### src/hdl/cdq_pkg.sv
package cdq_pkg;

  localparam int DEPTH  = 16;
  localparam int DATA_W = 32;
  localparam int CNT_W  = $clog2(DEPTH + 1);

  typedef enum logic [1:0] {
    KIND_PUSH_FRONT = 2'd0,
    KIND_PUSH_BACK  = 2'd1,
    KIND_POP_FRONT  = 2'd2,
    KIND_POP_BACK   = 2'd3
  } kind_t;

  typedef enum logic [1:0] {
    STATUS_DONE      = 2'd0,
    STATUS_OVERFLOW  = 2'd1,
    STATUS_UNDERFLOW = 2'd2
  } status_t;

  // Command to one chain. The chain holds entries in order starting at cell 0.
  typedef struct packed {
    logic push_head;  // shift toward the far end, new entry into cell 0
    logic pop_head;   // shift toward cell 0
    logic push_tail;  // write the new entry into the cell right after the last one
  } chain_cmd_t;

  // Control of a single cell.
  typedef struct packed {
    logic ld;   // take the broadcast value
    logic shr;  // take the neighbor on the cell 0 side
    logic shl;  // take the neighbor on the far side
  } cell_ctl_t;

endpackage

### src/hdl/cdq_cell.sv
module cdq_cell (
  input  logic                            clk,
  input  cdq_pkg::cell_ctl_t              ctl,
  input  logic signed [cdq_pkg::DATA_W-1:0] din,
  input  logic signed [cdq_pkg::DATA_W-1:0] from_prev,
  input  logic signed [cdq_pkg::DATA_W-1:0] from_next,
  output logic signed [cdq_pkg::DATA_W-1:0] q
);

  logic signed [cdq_pkg::DATA_W-1:0] q_r;
  logic signed [cdq_pkg::DATA_W-1:0] q_nxt;

  always_comb begin
    q_nxt = q_r;
    if (ctl.ld) begin
      q_nxt = din;
    end else if (ctl.shr) begin
      q_nxt = from_prev;
    end else if (ctl.shl) begin
      q_nxt = from_next;
    end
  end

  always_ff @(posedge clk) begin
    q_r <= q_nxt;
  end

  assign q = q_r;

endmodule

### src/hdl/cdq_chain.sv
module cdq_chain (
  input  logic                              clk,
  input  cdq_pkg::chain_cmd_t               cmd,
  input  logic signed [cdq_pkg::DATA_W-1:0] value,
  input  logic [cdq_pkg::CNT_W-1:0]         count,
  output logic signed [cdq_pkg::DATA_W-1:0] head
);

  logic signed [cdq_pkg::DATA_W-1:0] q [cdq_pkg::DEPTH];

  for (genvar i = 0; i < cdq_pkg::DEPTH; i++) begin : g_cell
    cdq_pkg::cell_ctl_t                ctl;
    logic signed [cdq_pkg::DATA_W-1:0] prev_q;
    logic signed [cdq_pkg::DATA_W-1:0] next_q;

    // The cell at the current fill level takes a tail push.
    assign ctl.ld  = cmd.push_tail && (count == cdq_pkg::CNT_W'(i));
    assign ctl.shr = cmd.push_head;
    assign ctl.shl = cmd.pop_head;

    if (i == 0) begin : g_first
      assign prev_q = value;
    end else begin : g_mid
      assign prev_q = q[i-1];
    end

    if (i == cdq_pkg::DEPTH - 1) begin : g_last
      assign next_q = q[i];
    end else begin : g_inner
      assign next_q = q[i+1];
    end

    cdq_cell u_cell (
      .clk       (clk),
      .ctl       (ctl),
      .din       (value),
      .from_prev (prev_q),
      .from_next (next_q),
      .q         (q[i])
    );
  end

  assign head = q[0];

endmodule

### src/hdl/circular_deque.sv
// Channel  Direction  Ports                       Contents
// in_      slave      tvalid tready tdata tuser   tdata: item_value; tuser: kind
// out_     master     tvalid tready tdata tuser   tdata: popped_value, now_empty,
//                                                 now_full; tuser: status
// One transaction per cycle unless the output is stalled; every operation finishes
// in the cycle it is accepted, with its result in the output register on the next cycle.
// Two rows of cells hold the entries, one in front-to-back order and one in
// back-to-front order, so either end is always read at cell 0 of a row.
// Reset empties the deque at once; cell contents are not cleared.
// in_tready stays high while the output register is empty or being drained.
module circular_deque (
  input  logic        clk,
  input  logic        rst_n,
  input  logic        in_tvalid,
  output logic        in_tready,
  input  logic [31:0] in_tdata,   // [31:0] item_value
  input  logic [1:0]  in_tuser,   // [1:0] kind
  output logic        out_tvalid,
  input  logic        out_tready,
  output logic [39:0] out_tdata,  // [31:0] popped_value, [32] now_empty, [33] now_full
  output logic [1:0]  out_tuser   // [1:0] status
);

  logic                              accept;
  cdq_pkg::kind_t                    kind;
  logic signed [cdq_pkg::DATA_W-1:0] item_value;
  logic                              is_empty;
  logic                              is_full;

  logic [cdq_pkg::CNT_W-1:0]         count_r;
  logic [cdq_pkg::CNT_W-1:0]         count_nxt;
  logic                              out_valid_r;
  logic                              out_valid_nxt;
  cdq_pkg::status_t                  status_r;
  cdq_pkg::status_t                  status_nxt;
  logic signed [cdq_pkg::DATA_W-1:0] popped_r;
  logic signed [cdq_pkg::DATA_W-1:0] popped_nxt;
  logic                              empty_r;
  logic                              empty_nxt;
  logic                              full_r;
  logic                              full_nxt;

  cdq_pkg::chain_cmd_t               fwd_cmd;
  cdq_pkg::chain_cmd_t               rev_cmd;
  logic signed [cdq_pkg::DATA_W-1:0] front_q;
  logic signed [cdq_pkg::DATA_W-1:0] back_q;

  assign in_tready  = !out_valid_r || out_tready;
  assign accept     = in_tvalid && in_tready;
  assign kind       = cdq_pkg::kind_t'(in_tuser);
  assign item_value = in_tdata;
  assign is_empty   = (count_r == '0);
  assign is_full    = (count_r == cdq_pkg::CNT_W'(cdq_pkg::DEPTH));

  always_comb begin
    fwd_cmd       = '0;
    rev_cmd       = '0;
    count_nxt     = count_r;
    status_nxt    = status_r;
    popped_nxt    = popped_r;
    out_valid_nxt = out_valid_r && !out_tready;
    if (accept) begin
      out_valid_nxt = 1'b1;
      status_nxt    = cdq_pkg::STATUS_DONE;
      popped_nxt    = '0;
      case (kind)
        cdq_pkg::KIND_PUSH_FRONT: begin
          if (is_full) begin
            status_nxt = cdq_pkg::STATUS_OVERFLOW;
          end else begin
            fwd_cmd.push_head = 1'b1;
            rev_cmd.push_tail = 1'b1;
            count_nxt         = count_r + 1'b1;
          end
        end
        cdq_pkg::KIND_PUSH_BACK: begin
          if (is_full) begin
            status_nxt = cdq_pkg::STATUS_OVERFLOW;
          end else begin
            rev_cmd.push_head = 1'b1;
            fwd_cmd.push_tail = 1'b1;
            count_nxt         = count_r + 1'b1;
          end
        end
        cdq_pkg::KIND_POP_FRONT: begin
          if (is_empty) begin
            status_nxt = cdq_pkg::STATUS_UNDERFLOW;
          end else begin
            // The other row loses its last entry through the fill count alone.
            fwd_cmd.pop_head = 1'b1;
            popped_nxt       = front_q;
            count_nxt        = count_r - 1'b1;
          end
        end
        cdq_pkg::KIND_POP_BACK: begin
          if (is_empty) begin
            status_nxt = cdq_pkg::STATUS_UNDERFLOW;
          end else begin
            rev_cmd.pop_head = 1'b1;
            popped_nxt       = back_q;
            count_nxt        = count_r - 1'b1;
          end
        end
        default: begin
          status_nxt = cdq_pkg::STATUS_DONE;
        end
      endcase
    end
    empty_nxt = (count_nxt == '0);
    full_nxt  = (count_nxt == cdq_pkg::CNT_W'(cdq_pkg::DEPTH));
  end

  always_ff @(posedge clk) begin
    if (!rst_n) begin
      count_r     <= '0;
      out_valid_r <= 1'b0;
    end else begin
      count_r     <= count_nxt;
      out_valid_r <= out_valid_nxt;
    end
  end

  always_ff @(posedge clk) begin
    status_r <= status_nxt;
    popped_r <= popped_nxt;
    if (accept) begin
      empty_r <= empty_nxt;
      full_r  <= full_nxt;
    end
  end

  cdq_chain u_fwd_chain (
    .clk   (clk),
    .cmd   (fwd_cmd),
    .value (item_value),
    .count (count_r),
    .head  (front_q)
  );

  cdq_chain u_rev_chain (
    .clk   (clk),
    .cmd   (rev_cmd),
    .value (item_value),
    .count (count_r),
    .head  (back_q)
  );

  assign out_tvalid = out_valid_r;
  assign out_tdata  = {6'd0, full_r, empty_r, popped_r};
  assign out_tuser  = status_r;

endmodule

### config.mk
export PLATFORM = sky130hd
export DESIGN_NAME = circular_deque
export DESIGN_NICKNAME = d
export VERILOG_FILES = /design/src/hdl/cdq_pkg.sv /design/src/hdl/cdq_cell.sv /design/src/hdl/cdq_chain.sv /design/src/hdl/circular_deque.sv
export SDC_FILE = /design/constraint.sdc
export NUM_CORES = 2
export LEC_CHECK = 0
export ABC_AREA = 1
export BUFFER_PORTS_ARGS = -buffer_cell sky130_fd_sc_hd__buf_2
export CORE_UTILIZATION = 45
export DETAILED_ROUTE_END_ITERATION = 10
export HOLD_SLACK_MARGIN = 0.1
export PLACE_DENSITY = 0.57
export SYNTH_ARGS = -nofsm -noshare
export SYNTH_HDL_FRONTEND = slang
export SYNTH_HIERARCHICAL = 1
export SYNTH_SLANG_ARGS = --single-unit
### constraint.sdc
create_clock -name clk -period 13.5 [get_ports clk]
set_clock_uncertainty 0.05 [all_clocks]
set_input_delay 3.375 -clock clk [delete_from_list [all_inputs] [get_ports clk]]
set_output_delay 3.375 -clock clk [all_outputs]
set_load 0.05 [all_outputs]
==> summary.md <==
| Metric | Value |
|---|---|
| Total power | 8.350 mW |
| Cells after Synth | 9083 |
| Htree depth | 4 |
| CTS root buffer | clkbuf_16 |
| Core Box Area | 144200 µm² |
| # setup viols final | 0 |
| Die W | 384.0 µm |
| Fmax | 137.5 MHz |
| Io pins | 82 |
| Global Route Usage Sum | 24.34% |
| CTS Hold Bufs | 0 |
| Via count | 53940 |
| Design area | 69460 µm² |
| Yosys Warn Count | 6 |
| Worst Hold Launch | out_tvalid |
| Clk_lat worst skew | 0.76 ns |
| Drt drc | 0 |
| Largest net degree at the start of global routing | 178 |
| Die Y | 384.0 µm |
| CTS max path bufs | 3 |
| Dpl ws | 5.718 ns |
| TritonCTS clock tree | done |
| Pwr dens | 120.2 nW/µm² |
| Cells on worst reg2reg path | 11 |
| Reg-to-reg critical path endpoint | u_rev_chain/g_cell[13].u_cell/q[24] |
| Vias per cell | 4.942 |
| Number of failing hold endpoints at the final stage | 0 |
| Area overhead of the layout relative to synthesis | 5.757% |
| Max VDD drop | 0.09325 mV |
| Post-route setup slack | 6.225 ns |
| Area share of the largest cell type after synthesis | 48.46% |
| Crit-path max FO | 3 |
| First-pass GRT wire length | 285500 µm |
| Clk pin slew, worst setup/hold paths | 0.05 ns |
| # nets final | 8950 |
| Flop2flop setup slack | 8.54 ns |
| Syn Std Cell Area | 65680 µm² |
| Setup Buffers After CTS | 0 |
| Post-synth EDFFs | 1060 |
| Placement Rows | 139 |
| Routed len/inst | 16.64 µm |
| Initial Util | 45.56% |
| Setup_tns | 0 ns |
| Worst Path Arrival | 3.85 ns |
| RSZ-0062 raised after global routing | no |
| CP max stage cell | buf_2 |
| DR iter-0 viols | 4001 |
| Startpoint Class | input port |
| Dpl cells | 10680 |
| Post-synth ARST share | 0% |
| Outcome | finished, final reports clean |
| Vias in the first global route | 54690 |
| Hpwl dp | 116000 µm |
| Worst min path class | reg -> reg |
| Cell mode on critical path | buf_2 |
| Antenna Nets Post-Route | 0 |
| Top cell type by total area after synthesis | edfxtp_1 |
| Max cap viols | 0 |
| Cell area after placement | 65440 µm² |
| Post-synthesis register bit count | 1066 |
| CP Data Required Time | 10.07 ns |
| Synth Area per Inst | 7.231 µm² |
| Slowest stage delay, CP | 0.28 ns |
| DRT Wirelength | 181600 µm |
| Hold EP | out_tvalid |
| Synth Flop Type | edfxtp_1 |
| Seq/Total Area, Yosys | 48.64% |
| Layout cell share with drive strength beyond 1 | 4.950% |
| Period minus WS final | 7.275 ns |
| WS Path Type | in -> out |
| Crit path capture type | primary output |
| Slew @ Worst Pin | 1.129 ns |
| Worst hold path cell count | 2 |
| Relative slew slack | 24.72% |
| Slew Viols, Final | 0 |
| TritonCTS Buffers | 132 |
| Clock Sinks | 1066 |
| Top cells by area, synth | edfxtp_1 (48%), nand2_1 (24%), inv_1 (12%) |
| Post-Layout Cell Count | 10920 |
| 1st-pass router iterations | 6 |
| RePlAce Congestion | 0.8272 |
| Origin of the critical flop-to-flop path | count_r[0] |
| Antenna violations before repair | 5 |
| Library cells used by synthesis | 24 |
| PortBufs | 75 |
| Crit-path cells | buf_2 -> inv_2 -> nand2_1 -> buf_2 |
| Lkg Pwr | 37.09 nW |
| Post-cts sizing count | 0 |
| Final global-route overflow total | 0 |
| Total die area | 147500 µm² |
| Fin crit share | 53.89% |
[per-stage QoR]
| stage | hold WS (ns) | utilization [%] |
|---|---|---|
| 3_3_place_gp | 0.4663 | 45.39 |
| 6_report | 0.4843 | 48.18 |
| 4_1_cts | 0.4939 | 48.18 |
| 5_1_grt | 0.5229 | 48.18 |
| 2_1_floorplan | 0.4895 | - |
| 3_5_place_dp | 0.4856 | 45.39 |
[metal layers]
| metal | vias up | wire length (µm) | track usage (%) |
|---|---|---|---|
| met5 | - | 0 | 0 |
| met4 | 0 | 3771 | 6.618 |
| met3 | 277 | 9131 | 3.625 |
| met2 | 1201 | 94110 | 44.69 |
| met1 | 25770 | 74610 | 29.35 |
| li1 | 26690 | - | - |
[Yosys cell counts (5+ instances only)]
library cell,instances
nor2_1,79
buf_2,97
nand3_1,1098
inv_1,2071
inv_4,64
clkbuf_1,5
buf_4,232
nor3_1,5
edfxtp_1,1060
inv_2,6
dfxtp_1,6
nand2_1,4203
buf_6,136
[cell type report]
cell class | instances | area [µm²]
Fill cell | 14820 | 74710
Sequential cell | 1066 | 31950
Multi-Input combinational cell | 5409 | 21880
Inverter | 2142 | 8200
Clock buffer | 188 | 3757
Tap cell | 1903 | 2381
Timing Repair Buffer | 159 | 1031
Clock inverter | 47 | 264.0
Antenna cell | 1 | 2.502
[flip-flops by register name (all words and copies together), names as in the netlist]
name,flops
count_r,5
empty_r,1
full_r,1
out_tuser,2
out_tvalid,1
popped_r,32
u_fwd_chain/g_cell.u_cell/q,512
u_rev_chain/g_cell.u_cell/q,512
[power by group]
part	switching, mW	internal (mW)	leakage (nW)
combinational	0.667	0.246	25.3
clock	1.41	1.97	1.97
sequential	0.129	3.93	9.86
total	2.21	6.14	37.1
[placed cells by master, fill, tap and decap left out, drive strengths merged]
| cell type | n |
|---|---|
| a21oi | 1 |
| inv | 2143 |
| buf | 159 |
| clkinv | 44 |
| nand2 | 4206 |
| nor3 | 8 |
| nand3 | 1099 |
| diode | 1 |
| bufinv | 2 |
| nor2 | 82 |
| dfxtp | 6 |
| nand4 | 4 |
| conb | 6 |
| edfxtp | 1060 |
| o21ai | 1 |
| ha | 2 |
| clkbuf | 188 |
[logic make-up (layout without fill, tap and decap cells)]
family	after synthesis	in the layout	share of synthesized area, %
simple gates	5399	5399	33.05
flops	1066	1066	48.64
buf+inv	2613	2536	18.24
other cells	1	7	0.005709
fa+ha+maj	2	2	0.03809
compound gates	2	2	0.01522
[worst max-delay path: cells and delay by family]
kind                   cells  cell delay [ns]
AND/OR/NAND/NOR            1             0.09
buffers and inverters      3             0.38
[worst max path at each step]
stage,startpoint,to,slack (ns),cells past startpoint
3_5_place_dp,in_tuser[0],u_rev_chain/g_cell[13].u_cell/q[24],5.72,9
3_3_place_gp,in_tuser[0],u_rev_chain/g_cell[13].u_cell/q[25],5.68,9
5_1_grt,in_tuser[0],u_rev_chain/g_cell[15].u_cell/q[25],6.11,9
4_1_cts,out_tready,in_tready,6.22,4
6_report,out_tready,in_tready,6.22,4
2_1_floorplan,out_tready,u_fwd_chain/g_cell[12].u_cell/q[0],5.71,12
(Power assumes the default switching activity.)
